**config.mk**
```make
export PLATFORM = sky130hd
export DESIGN_NAME = pixel_to_ascii_mapper_core
export DESIGN_NICKNAME = d
export VERILOG_FILES = /design/src/rtl/pxa_pkg.sv /design/src/rtl/pxa_front.sv /design/src/rtl/pxa_fifo.sv /design/src/rtl/pxa_back.sv /design/src/rtl/pixel_to_ascii_mapper_core.sv
export SDC_FILE = /design/constraint.sdc
export NUM_CORES = 2
export LEC_CHECK = 0
export ABC_AREA = 1
export BUFFER_PORTS_ARGS = -buffer_cell sky130_fd_sc_hd__buf_2
export CORE_UTILIZATION = 45
export CTS_CLUSTER_SIZE = 24
export DETAILED_ROUTE_END_ITERATION = 10
export PLACE_DENSITY = 0.65
export RECOVER_POWER = 100
export SYNTH_ARGS = -nofsm -noshare
export SYNTH_HDL_FRONTEND = slang
export SYNTH_SLANG_ARGS = --single-unit
```
**constraint.sdc**
```tcl
create_clock -name clk -period 12.3 [get_ports clk]
set_clock_uncertainty 0.05 [all_clocks]
set_input_delay 1.23 -clock clk [delete_from_list [all_inputs] [get_ports clk]]
set_output_delay 1.23 -clock clk [all_outputs]
set_load 0.01 [all_outputs]
```
**src/rtl/pxa_pkg.sv**
```systemverilog
// ============================================================================
// pxa_pkg
// Shared types and constants for the pixel to ASCII mapper.
// ============================================================================
package pxa_pkg;

    // Image geometry
    localparam int MAX_DIM     = 4096;
    localparam int POS_W       = $clog2(MAX_DIM);
    localparam int EFF_W       = POS_W + 1;
    localparam int CFG_DIM_W   = 13;

    // Ramp
    localparam int RAMP_LEVELS = 10;
    localparam int LEVEL_W     = $clog2(RAMP_LEVELS);
    localparam int CHAR_W      = 7;

    // Arithmetic widths
    localparam int COMP_W      = 8;
    localparam int SQ_W        = 2 * COMP_W;
    localparam int ACC_W       = 32;
    localparam int Q_W         = 16;
    localparam int SCALED_W    = Q_W + COMP_W;
    localparam int RECIP_W     = 25;
    localparam int DIV_PROD_W  = SCALED_W + RECIP_W;
    localparam int DIV_SHIFT   = 32;
    localparam int MAC_STEPS   = 3;

    // Q16 luminance weights, red / green / blue
    localparam logic [SQ_W-1:0] WEIGHTS [MAC_STEPS] = '{16'd19595, 16'd38470, 16'd7471};

    // ceil(2^32 / 255); exact floor division for products below 2^32/254
    localparam logic [RECIP_W-1:0] RECIP_255 = 25'd16843010;

    // Level k starts at ceil(k * 2551 * 256 / 100) in Q8 brightness
    localparam logic [Q_W-1:0] LEVEL_THR [RAMP_LEVELS-1] = '{
        16'd6531,  16'd13062, 16'd19592, 16'd26123, 16'd32653,
        16'd39184, 16'd45714, 16'd52245, 16'd58776
    };

    // Character ramps: "@%#*+=-:. " and its reverse
    localparam logic [CHAR_W-1:0] RAMP_DARK [RAMP_LEVELS] = '{
        7'h40, 7'h25, 7'h23, 7'h2A, 7'h2B, 7'h3D, 7'h2D, 7'h3A, 7'h2E, 7'h20
    };
    localparam logic [CHAR_W-1:0] RAMP_LIGHT [RAMP_LEVELS] = '{
        7'h20, 7'h2E, 7'h3A, 7'h2D, 7'h3D, 7'h2B, 7'h2A, 7'h23, 7'h25, 7'h40
    };

    localparam logic [CHAR_W-1:0] CHAR_NL  = 7'h0A;
    localparam logic [CHAR_W-1:0] CHAR_NUL = 7'h00;

    // Register map
    localparam int PADDR_W = 4;
    localparam int PDATA_W = 32;
    localparam int REG_IDX_W = 2;
    localparam logic [REG_IDX_W-1:0] REG_ROW_WIDTH = 2'd0;
    localparam logic [REG_IDX_W-1:0] REG_ROW_COUNT = 2'd1;
    localparam logic [REG_IDX_W-1:0] REG_INVERT    = 2'd2;
    localparam logic [REG_IDX_W-1:0] REG_USE_ALPHA = 2'd3;

    localparam int FIFO_DEPTH = 2;

    typedef struct packed {
        logic [COMP_W-1:0] red;
        logic [COMP_W-1:0] green;
        logic [COMP_W-1:0] blue;
        logic [COMP_W-1:0] alpha;
    } pixel_t;

    typedef struct packed {
        logic [CHAR_W-1:0] char_code;
        logic              last;
    } ascii_t;

    // One classified pixel handed from front to back
    typedef struct packed {
        logic [CHAR_W-1:0] char_code;
        logic              eol;
        logic              eoi;
    } token_t;

    typedef struct packed {
        logic [CFG_DIM_W-1:0] row_width;
        logic [CFG_DIM_W-1:0] row_count;
        logic                 invert;
        logic                 use_alpha;
    } cfg_t;

    // Zero acts as one, oversize clamps to MAX_DIM
    function automatic logic [EFF_W-1:0] eff_dim(input logic [CFG_DIM_W-1:0] v);
        logic [31:0] wide;
        wide = 32'(v);
        if (wide == 32'd0)
        begin
            wide = 32'd1;
        end
        else if (wide > 32'(MAX_DIM))
        begin
            wide = 32'(MAX_DIM);
        end
        return EFF_W'(wide);
    endfunction

endpackage

```
**src/rtl/pxa_front.sv**
```systemverilog
// ============================================================================
// pxa_front
// Accepts pixels, tracks row/column position and computes the ramp character
// with a multi-cycle sequencer (MAC, bit-serial square root, alpha scale).
// ============================================================================
module pxa_front (
    input  logic              clk,
    input  logic              rst_n,
    input  pxa_pkg::cfg_t     cfg,
    input  logic              pixel_valid,
    output logic              pixel_ready,
    input  pxa_pkg::pixel_t   pixel,
    output logic              tok_valid,
    input  logic              tok_ready,
    output pxa_pkg::token_t   tok
);

    localparam int STEP_W = $clog2(pxa_pkg::Q_W);
    localparam int MIDX_W = $clog2(pxa_pkg::MAC_STEPS);

    typedef enum logic [5:0] {
        ST_IDLE   = 6'b000001,
        ST_MAC    = 6'b000010,
        ST_ROOT   = 6'b000100,
        ST_SCALE  = 6'b001000,
        ST_DIVIDE = 6'b010000,
        ST_PUSH   = 6'b100000
    } front_state_t;

    front_state_t state_reg, state_next;
    logic [STEP_W-1:0] step_reg, step_next;

    logic [pxa_pkg::POS_W-1:0] col_reg, col_next;
    logic [pxa_pkg::POS_W-1:0] row_reg, row_next;
    logic eol_reg, eol_next;
    logic eoi_reg, eoi_next;

    logic [pxa_pkg::SQ_W-1:0]     sq_reg [pxa_pkg::MAC_STEPS];
    logic [pxa_pkg::SQ_W-1:0]     sq_next [pxa_pkg::MAC_STEPS];
    logic [pxa_pkg::COMP_W-1:0]   alpha_reg, alpha_next;
    logic [pxa_pkg::ACC_W-1:0]    acc_reg, acc_next;
    logic [pxa_pkg::Q_W-1:0]      root_reg, root_next;
    logic [pxa_pkg::SCALED_W-1:0] scaled_reg, scaled_next;
    logic [pxa_pkg::Q_W-1:0]      bright_reg, bright_next;

    logic                         accept;
    logic [pxa_pkg::EFF_W-1:0]    eff_w, eff_h;
    logic                         col_end, row_end;
    logic [MIDX_W-1:0]            mac_idx;
    logic [pxa_pkg::Q_W-1:0]      trial;
    logic [pxa_pkg::ACC_W-1:0]    trial_sq;
    logic [pxa_pkg::DIV_PROD_W-1:0] div_prod;
    logic [pxa_pkg::LEVEL_W-1:0]  level;

    assign pixel_ready = (state_reg == ST_IDLE);
    assign accept      = pixel_valid && pixel_ready;

    // Position classification
    assign eff_w   = pxa_pkg::eff_dim(cfg.row_width);
    assign eff_h   = pxa_pkg::eff_dim(cfg.row_count);
    assign col_end = (pxa_pkg::EFF_W'(col_reg) + pxa_pkg::EFF_W'(1)) >= eff_w;
    assign row_end = (pxa_pkg::EFF_W'(row_reg) + pxa_pkg::EFF_W'(1)) >= eff_h;

    // Datapath operands
    assign mac_idx  = step_reg[MIDX_W-1:0];
    assign trial    = root_reg | (pxa_pkg::Q_W'(1) << step_reg);
    assign trial_sq = pxa_pkg::ACC_W'(trial) * pxa_pkg::ACC_W'(trial);
    assign div_prod = pxa_pkg::DIV_PROD_W'(scaled_reg)
                    * pxa_pkg::DIV_PROD_W'(pxa_pkg::RECIP_255);

    // Level quantize and ramp lookup
    always_comb
    begin
        level = '0;
        for (int k = 0; k < pxa_pkg::RAMP_LEVELS - 1; k++)
        begin
            if (bright_reg >= pxa_pkg::LEVEL_THR[k])
            begin
                level = pxa_pkg::LEVEL_W'(k + 1);
            end
        end
    end

    assign tok.char_code = cfg.invert ? pxa_pkg::RAMP_LIGHT[level] : pxa_pkg::RAMP_DARK[level];
    assign tok.eol       = eol_reg;
    assign tok.eoi       = eoi_reg;
    assign tok_valid     = (state_reg == ST_PUSH);

    // Sequencer
    always_comb
    begin
        state_next  = state_reg;
        step_next   = step_reg;
        col_next    = col_reg;
        row_next    = row_reg;
        eol_next    = eol_reg;
        eoi_next    = eoi_reg;
        sq_next     = sq_reg;
        alpha_next  = alpha_reg;
        acc_next    = acc_reg;
        root_next   = root_reg;
        scaled_next = scaled_reg;
        bright_next = bright_reg;

        case (state_reg)
            ST_IDLE:
            begin
                if (accept)
                begin
                    sq_next[0] = pxa_pkg::SQ_W'(pixel.red) * pxa_pkg::SQ_W'(pixel.red);
                    sq_next[1] = pxa_pkg::SQ_W'(pixel.green) * pxa_pkg::SQ_W'(pixel.green);
                    sq_next[2] = pxa_pkg::SQ_W'(pixel.blue) * pxa_pkg::SQ_W'(pixel.blue);
                    alpha_next = cfg.use_alpha ? pixel.alpha : '1;
                    acc_next   = '0;
                    step_next  = '0;
                    eol_next   = col_end;
                    eoi_next   = col_end && row_end;
                    if (col_end)
                    begin
                        col_next = '0;
                        row_next = row_end ? '0 : row_reg + pxa_pkg::POS_W'(1);
                    end
                    else
                    begin
                        col_next = col_reg + pxa_pkg::POS_W'(1);
                    end
                    state_next = ST_MAC;
                end
            end
            ST_MAC:
            begin
                acc_next = acc_reg + pxa_pkg::ACC_W'(pxa_pkg::WEIGHTS[mac_idx])
                                   * pxa_pkg::ACC_W'(sq_reg[mac_idx]);
                if (mac_idx == MIDX_W'(pxa_pkg::MAC_STEPS - 1))
                begin
                    step_next  = STEP_W'(pxa_pkg::Q_W - 1);
                    root_next  = '0;
                    state_next = ST_ROOT;
                end
                else
                begin
                    step_next = step_reg + STEP_W'(1);
                end
            end
            ST_ROOT:
            begin
                // one result bit per cycle, MSB first
                if (trial_sq <= acc_reg)
                begin
                    root_next = trial;
                end
                step_next = step_reg - STEP_W'(1);
                if (step_reg == '0)
                begin
                    state_next = ST_SCALE;
                end
            end
            ST_SCALE:
            begin
                scaled_next = pxa_pkg::SCALED_W'(root_reg) * pxa_pkg::SCALED_W'(alpha_reg);
                state_next  = ST_DIVIDE;
            end
            ST_DIVIDE:
            begin
                // divide by 255 via reciprocal multiply
                bright_next = div_prod[pxa_pkg::DIV_SHIFT +: pxa_pkg::Q_W];
                state_next  = ST_PUSH;
            end
            ST_PUSH:
            begin
                if (tok_ready)
                begin
                    state_next = ST_IDLE;
                end
            end
            default:
            begin
                state_next = ST_IDLE;
            end
        endcase
    end

    // Control registers
    always_ff @(posedge clk or negedge rst_n)
    begin
        if (!rst_n)
        begin
            state_reg <= ST_IDLE;
            step_reg  <= '0;
            col_reg   <= '0;
            row_reg   <= '0;
            eol_reg   <= 1'b0;
            eoi_reg   <= 1'b0;
        end
        else
        begin
            state_reg <= state_next;
            step_reg  <= step_next;
            col_reg   <= col_next;
            row_reg   <= row_next;
            eol_reg   <= eol_next;
            eoi_reg   <= eoi_next;
        end
    end

    // Datapath registers
    always_ff @(posedge clk)
    begin
        sq_reg     <= sq_next;
        alpha_reg  <= alpha_next;
        acc_reg    <= acc_next;
        root_reg   <= root_next;
        scaled_reg <= scaled_next;
        bright_reg <= bright_next;
    end

endmodule

```
**src/rtl/pxa_fifo.sv**
```systemverilog
// ============================================================================
// pxa_fifo
// Small token queue between front and back.
// ============================================================================
module pxa_fifo (
    input  logic            clk,
    input  logic            rst_n,
    input  logic            push_valid,
    output logic            push_ready,
    input  pxa_pkg::token_t push_data,
    output logic            pop_valid,
    input  logic            pop_ready,
    output pxa_pkg::token_t pop_data
);

    localparam int PTR_W = (pxa_pkg::FIFO_DEPTH > 1) ? $clog2(pxa_pkg::FIFO_DEPTH) : 1;
    localparam int CNT_W = $clog2(pxa_pkg::FIFO_DEPTH + 1);

    pxa_pkg::token_t  slot_reg [pxa_pkg::FIFO_DEPTH];
    logic [PTR_W-1:0] wr_ptr_reg, wr_ptr_next;
    logic [PTR_W-1:0] rd_ptr_reg, rd_ptr_next;
    logic [CNT_W-1:0] count_reg, count_next;
    logic             do_push, do_pop;

    assign push_ready = (count_reg != CNT_W'(pxa_pkg::FIFO_DEPTH));
    assign pop_valid  = (count_reg != '0);
    assign pop_data   = slot_reg[rd_ptr_reg];
    assign do_push    = push_valid && push_ready;
    assign do_pop     = pop_valid && pop_ready;

    // Pointer wrap
    always_comb
    begin
        wr_ptr_next = wr_ptr_reg;
        rd_ptr_next = rd_ptr_reg;
        count_next  = count_reg;
        if (do_push)
        begin
            wr_ptr_next = (wr_ptr_reg == PTR_W'(pxa_pkg::FIFO_DEPTH - 1)) ? '0
                        : wr_ptr_reg + PTR_W'(1);
        end
        if (do_pop)
        begin
            rd_ptr_next = (rd_ptr_reg == PTR_W'(pxa_pkg::FIFO_DEPTH - 1)) ? '0
                        : rd_ptr_reg + PTR_W'(1);
        end
        if (do_push && !do_pop)
        begin
            count_next = count_reg + CNT_W'(1);
        end
        else if (do_pop && !do_push)
        begin
            count_next = count_reg - CNT_W'(1);
        end
    end

    always_ff @(posedge clk or negedge rst_n)
    begin
        if (!rst_n)
        begin
            wr_ptr_reg <= '0;
            rd_ptr_reg <= '0;
            count_reg  <= '0;
        end
        else
        begin
            wr_ptr_reg <= wr_ptr_next;
            rd_ptr_reg <= rd_ptr_next;
            count_reg  <= count_next;
        end
    end

    // Storage
    always_ff @(posedge clk)
    begin
        if (do_push)
        begin
            slot_reg[wr_ptr_reg] <= push_data;
        end
    end

endmodule

```
**src/rtl/pxa_back.sv**
```systemverilog
// ============================================================================
// pxa_back
// Expands each token into its character, optional newline and optional NUL,
// through a registered output stage.
// ============================================================================
module pxa_back (
    input  logic            clk,
    input  logic            rst_n,
    input  logic            tok_valid,
    output logic            tok_ready,
    input  pxa_pkg::token_t tok,
    output logic            ascii_valid,
    input  logic            ascii_ready,
    output pxa_pkg::ascii_t ascii
);

    logic            out_valid_reg, out_valid_next;
    pxa_pkg::ascii_t out_reg, out_next;
    logic            pend_nl_reg, pend_nl_next;
    logic            pend_nul_reg, pend_nul_next;
    logic            load;

    assign load        = !out_valid_reg || ascii_ready;
    assign tok_ready   = load && !pend_nl_reg && !pend_nul_reg;
    assign ascii_valid = out_valid_reg;
    assign ascii       = out_reg;

    // Next word: pending newline, pending NUL, then a fresh token
    always_comb
    begin
        out_valid_next = out_valid_reg && !ascii_ready;
        out_next       = out_reg;
        pend_nl_next   = pend_nl_reg;
        pend_nul_next  = pend_nul_reg;
        if (load)
        begin
            if (pend_nl_reg)
            begin
                out_valid_next     = 1'b1;
                out_next.char_code = pxa_pkg::CHAR_NL;
                out_next.last      = !pend_nul_reg;
                pend_nl_next       = 1'b0;
            end
            else if (pend_nul_reg)
            begin
                out_valid_next     = 1'b1;
                out_next.char_code = pxa_pkg::CHAR_NUL;
                out_next.last      = 1'b1;
                pend_nul_next      = 1'b0;
            end
            else if (tok_valid)
            begin
                out_valid_next     = 1'b1;
                out_next.char_code = tok.char_code;
                out_next.last      = !tok.eol;
                pend_nl_next       = tok.eol;
                pend_nul_next      = tok.eoi;
            end
        end
    end

    always_ff @(posedge clk or negedge rst_n)
    begin
        if (!rst_n)
        begin
            out_valid_reg <= 1'b0;
            pend_nl_reg   <= 1'b0;
            pend_nul_reg  <= 1'b0;
        end
        else
        begin
            out_valid_reg <= out_valid_next;
            pend_nl_reg   <= pend_nl_next;
            pend_nul_reg  <= pend_nul_next;
        end
    end

    always_ff @(posedge clk)
    begin
        out_reg <= out_next;
    end

endmodule

```
**src/rtl/pixel_to_ascii_mapper_core.sv**
```systemverilog
// ============================================================================
// pixel_to_ascii_mapper_core
// RGBA pixel stream to ASCII art: luminance ramp, newline per row, NUL per
// image, with an APB register port for geometry, invert and alpha use.
//
//   channel   | direction | handshake                 | word
//   ----------+-----------+---------------------------+-----------------
//   pixel     | in        | pixel_valid / pixel_ready | pixel_t (RGBA)
//   ascii     | out       | ascii_valid / ascii_ready | ascii_t
//   apb       | in        | psel / penable / pready   | 32-bit registers
//
// Pixels are handled one at a time: accept, 3 weighted-square MACs, a
// bit-serial square root on one 16x16 multiplier, alpha scale, divide, push.
// Words leave one per cycle while ascii_ready is high; 1 to 3 per pixel.
// A two-entry queue decouples the front from output stalls.
// Reset is asynchronous, active low; no clearing pass after reset.
// ============================================================================
module pixel_to_ascii_mapper_core (
    input  logic                          clk,
    input  logic                          rst_n,
    input  logic                          pixel_valid,
    output logic                          pixel_ready,
    input  pxa_pkg::pixel_t               pixel,
    output logic                          ascii_valid,
    input  logic                          ascii_ready,
    output pxa_pkg::ascii_t               ascii,
    input  logic                          psel,
    input  logic                          penable,
    input  logic                          pwrite,
    input  logic [pxa_pkg::PADDR_W-1:0]   paddr,
    input  logic [pxa_pkg::PDATA_W-1:0]   pwdata,
    output logic [pxa_pkg::PDATA_W-1:0]   prdata,
    output logic                          pready
);

    pxa_pkg::cfg_t   cfg_reg, cfg_next;
    logic            wr_en;
    logic [pxa_pkg::REG_IDX_W-1:0] reg_idx;

    logic            fr_tok_valid, fr_tok_ready;
    pxa_pkg::token_t fr_tok;
    logic            bk_tok_valid, bk_tok_ready;
    pxa_pkg::token_t bk_tok;

    assign pready  = 1'b1;
    assign wr_en   = psel && penable && pwrite;
    assign reg_idx = paddr[pxa_pkg::PADDR_W-1:2];

    // Register write
    always_comb
    begin
        cfg_next = cfg_reg;
        if (wr_en)
        begin
            case (reg_idx)
                pxa_pkg::REG_ROW_WIDTH: cfg_next.row_width = pwdata[pxa_pkg::CFG_DIM_W-1:0];
                pxa_pkg::REG_ROW_COUNT: cfg_next.row_count = pwdata[pxa_pkg::CFG_DIM_W-1:0];
                pxa_pkg::REG_INVERT:    cfg_next.invert    = pwdata[0];
                pxa_pkg::REG_USE_ALPHA: cfg_next.use_alpha = pwdata[0];
                default:                cfg_next = cfg_reg;
            endcase
        end
    end

    // Register read
    always_comb
    begin
        case (reg_idx)
            pxa_pkg::REG_ROW_WIDTH: prdata = pxa_pkg::PDATA_W'(cfg_reg.row_width);
            pxa_pkg::REG_ROW_COUNT: prdata = pxa_pkg::PDATA_W'(cfg_reg.row_count);
            pxa_pkg::REG_INVERT:    prdata = pxa_pkg::PDATA_W'(cfg_reg.invert);
            pxa_pkg::REG_USE_ALPHA: prdata = pxa_pkg::PDATA_W'(cfg_reg.use_alpha);
            default:                prdata = '0;
        endcase
    end

    always_ff @(posedge clk or negedge rst_n)
    begin
        if (!rst_n)
        begin
            cfg_reg.row_width <= pxa_pkg::CFG_DIM_W'(80);
            cfg_reg.row_count <= pxa_pkg::CFG_DIM_W'(24);
            cfg_reg.invert    <= 1'b0;
            cfg_reg.use_alpha <= 1'b0;
        end
        else
        begin
            cfg_reg <= cfg_next;
        end
    end

    pxa_front u_front (
        .clk         (clk),
        .rst_n       (rst_n),
        .cfg         (cfg_reg),
        .pixel_valid (pixel_valid),
        .pixel_ready (pixel_ready),
        .pixel       (pixel),
        .tok_valid   (fr_tok_valid),
        .tok_ready   (fr_tok_ready),
        .tok         (fr_tok)
    );

    pxa_fifo u_fifo (
        .clk        (clk),
        .rst_n      (rst_n),
        .push_valid (fr_tok_valid),
        .push_ready (fr_tok_ready),
        .push_data  (fr_tok),
        .pop_valid  (bk_tok_valid),
        .pop_ready  (bk_tok_ready),
        .pop_data   (bk_tok)
    );

    pxa_back u_back (
        .clk         (clk),
        .rst_n       (rst_n),
        .tok_valid   (bk_tok_valid),
        .tok_ready   (bk_tok_ready),
        .tok         (bk_tok),
        .ascii_valid (ascii_valid),
        .ascii_ready (ascii_ready),
        .ascii       (ascii)
    );

endmodule

```
==> impl_metrics.json <==
{
  "clk_latency_ns": 0.59,
  "clockBufferDepth": 3,
  "yosysWarningCount": 0,
  "num_antenna_cells": 0,
  "ant_nets": 0,
  "die_h_um": 299.8,
  "via_count": 29870,
  "layout_commonest_cell": "inv_1",
  "synthArstFlopShare": 0.2983,
  "postSynthCellCount": 4756,
  "synthMuxAreaShare": 0.0008153,
  "synth_compound_area_frac": 0.08075,
  "antenna_found_initial": 0,
  "start_util": 0.4571,
  "synth_edf_count": 167,
  "worstHoldStart": "u_front.eoi_reg$_DFFE_PN0P_",
  "layout.nets": 5985,
  "grt_pass1_wl_mm": 152.1,
  "grt_max_degree": 73,
  "avgViaCountPerCell": 5.014,
  "core_mm2": 0.08729,
  "path_class": "reg2reg",
  "violations": "capacitance limit, slew limit",
  "fin_crit_ns": 10.90,
  "seq_area_frac_synth": 0.1704,
  "io_pins": 118,
  "post_cts_resized": 0,
  "fin_tns_setup_ns": 0,
  "drtIter0Drc": 1808,
  "die_area_mm2": 0.08986,
  "wire_per_inst_um": 15.24,
  "cp_slowest_cell": "clkbuf_1",
  "synth_cell_type_count": 66,
  "grt_use_met2": 0.3733,
  "synthXorXnorAreaFrac": 0.03007,
  "maxSlewViolCount": 212,
  "drt_wl_total_mm": 90.83,
  "cts_hold_buf": 0,
  "synth_adder_area_share": 0.4538,
  "cts-root-buf": "clkbuf_16",
  "dr.pass1.iters": 7,
  "cts_buffers": 28,
  "ys_ff_latch": 238,
  "maxCapViolations": 4,
  "routabilityCongestion": 0.9374,
  "post-cts-setup-buffers": 0,
  "cts_tree": "built",
  "regToRegStartpoint": "u_front.step_reg[0]$_DFFE_PN0P_",
  "htree_levels": 1,
  "hold_viol": 0,
  "fmax_ghz": 0.09172,
  "synthToLayoutAreaGrowth_pct": 5.770,
  "rsz0062_at_grt": "no",
  "synth_top_family_by_area": "adder cells",
  "met1_usage": 0.2730,
  "track_usage": 0.2081,
  "synth_ff_type": "edfxtp_1",
  "num_rows": 108,
  "crit_path_start": "u_front.step_reg[0]$_DFFE_PN0P_",
  "setup_violations": 0,
  "start_kind": "flip-flop",
  "hold_path.class": "reg2reg",
  "path_clk_slew_ns": 0.07,
  "required_ns": 12.53,
  "grt-ovfl-total": 0,
  "max_slew_margin": -1.573,
  "synth_area_mm2": 0.03990,
  "die_x_um": 299.8,
  "numPortBuffers": 76,
  "clock_sinks": 238,
  "drive_gt1_frac": 0.02686,
  "grt_pass1_vias": 30710,
  "synth-simple-area-share": 0.1395,
  "grt_busiest_layer": "met2",
  "dpl.hpwl_mm": 77.02,
  "drc": 0,
  "syn_avg_cell_area_um2": 8.389,
  "crit_arrival_ns": 11.14,
  "timing.final.crit_share": 0.8864,
  "final_cell_mix": "inv_1, nand2_1, ha_1",
  "status": "complete, but fails checks",
  "met3_usage": 0.02146,
  "cpPeakStageDelay_ns": 1.12,
  "end_kind": "flip-flop",
  "largest_reg_flops": 45,
  "worstPathMaxFanout": 33,
  "tightest_slew_ns": 3.859
}
[metal layers]
| metal | share of wire | wire length, um | up-vias |
|---|---|---|---|
| li1 | - | - | 14760 |
| met1 | 0.44 | 40260 | 14450 |
| met2 | 0.50 | 45290 | 570 |
| met3 | 0.040 | 3672 | 91 |
| met4 | 0.018 | 1599 | 0 |
| met5 | 0 | 0 | - |
[final cells by class]
cell class              count  area, um^2
well taps                1155        1445
fillers                  8582       45090
multi-input cells        3256       28230
repair buffers             92       429.2
flip-flops and latches    238        6798
inverters                1165        4373
clock buffers              33       729.5
clock inverters            19       197.7
[final timing paths]
path | end | slack, ns | cells after the start
worst max-delay path | u_front.root_reg[8]$_SDFFCE_PP0P_ | 1.40 | 33
worst min-delay path | u_fifo.slot_reg[0][0]$_DFFE_PP_ | 0.42 | 0
worst max register to register | u_front.root_reg[8]$_SDFFCE_PP0P_ | 1.40 | 33
worst min register to register | u_fifo.slot_reg[0][0]$_DFFE_PP_ | 0.42 | 0
max in group asynchronous | u_front.col_reg[4]$_DFFE_PN0P_ | 8.06 | 1
min in group asynchronous | cfg_reg[1]$_DFFE_PN0P_ | 1.92 | 1
[metrics by stage]
stage | hold slack, ns | instances | utilization | instance area [um^2] | worst slack, ns
global placement | 0.4074 | 5906 | 0.4741 | 41390 | 1.929
detailed placement | 0.4133 | 5906 | 0.4741 | 41390 | 1.833
finish | 0.4218 | 5958 | 0.4834 | 42200 | 1.397
floorplan | 0.3924 | 4790 | - | 40030 | 3.330
CTS | 0.4275 | 5958 | 0.4847 | 42320 | 1.781
global route | 0.4361 | 5958 | 0.4834 | 42200 | 0.6654
[cells in the mapped netlist, types with 16 or more instances]
| cell | instances | area [um^2] |
|---|---|---|
| nand3_1 | 109 | 545.5 |
| nand4_1 | 31 | 193.9 |
| inv_1 | 1157 | 4343 |
| buf_4 | 22 | 165.2 |
| a21o_1 | 16 | 120.1 |
| a31oi_1 | 22 | 137.6 |
| nor2_1 | 337 | 1265 |
| clkbuf_1 | 94 | 352.8 |
| ha_1 | 599 | 7495 |
| xnor2_1 | 38 | 332.8 |
| nand2_1 | 835 | 3134 |
| nor3_1 | 31 | 155.2 |
| a21oi_1 | 220 | 1101 |
| dfrtp_1 | 66 | 1652 |
| edfxtp_1 | 167 | 5015 |
| fa_1 | 530 | 10610 |
| xor2_1 | 99 | 867.1 |
| o21ai_0 | 207 | 1036 |
| o21a_1 | 16 | 120.1 |
[worst max-delay path, delay by kind of cell, from the launching register on]
kind | cells | cell delay [ns]
adders and majority gates | 9 | 4.47
xor gates and xnor gates | 1 | 0.15
and+or+nand+nor | 11 | 2.20
AOI/OAI and AO/OA | 4 | 0.75
DFF | 1 | 0.70
buffers and inverters | 8 | 2.25
[logic make-up (layout without fill, tap and decap cells)]
logic type	Yosys count	after routing
mux	3	3
buf+inv	1296	1309
compound gates	571	571
flops	238	238
xor+xnor	137	137
fa+ha+maj	1129	1129
other cells	2	36
simple gates	1380	1380
Power is left out: the tool's default activity adds up to more than one toggle a clock period on the data nets, which glitch-free logic cannot reach.
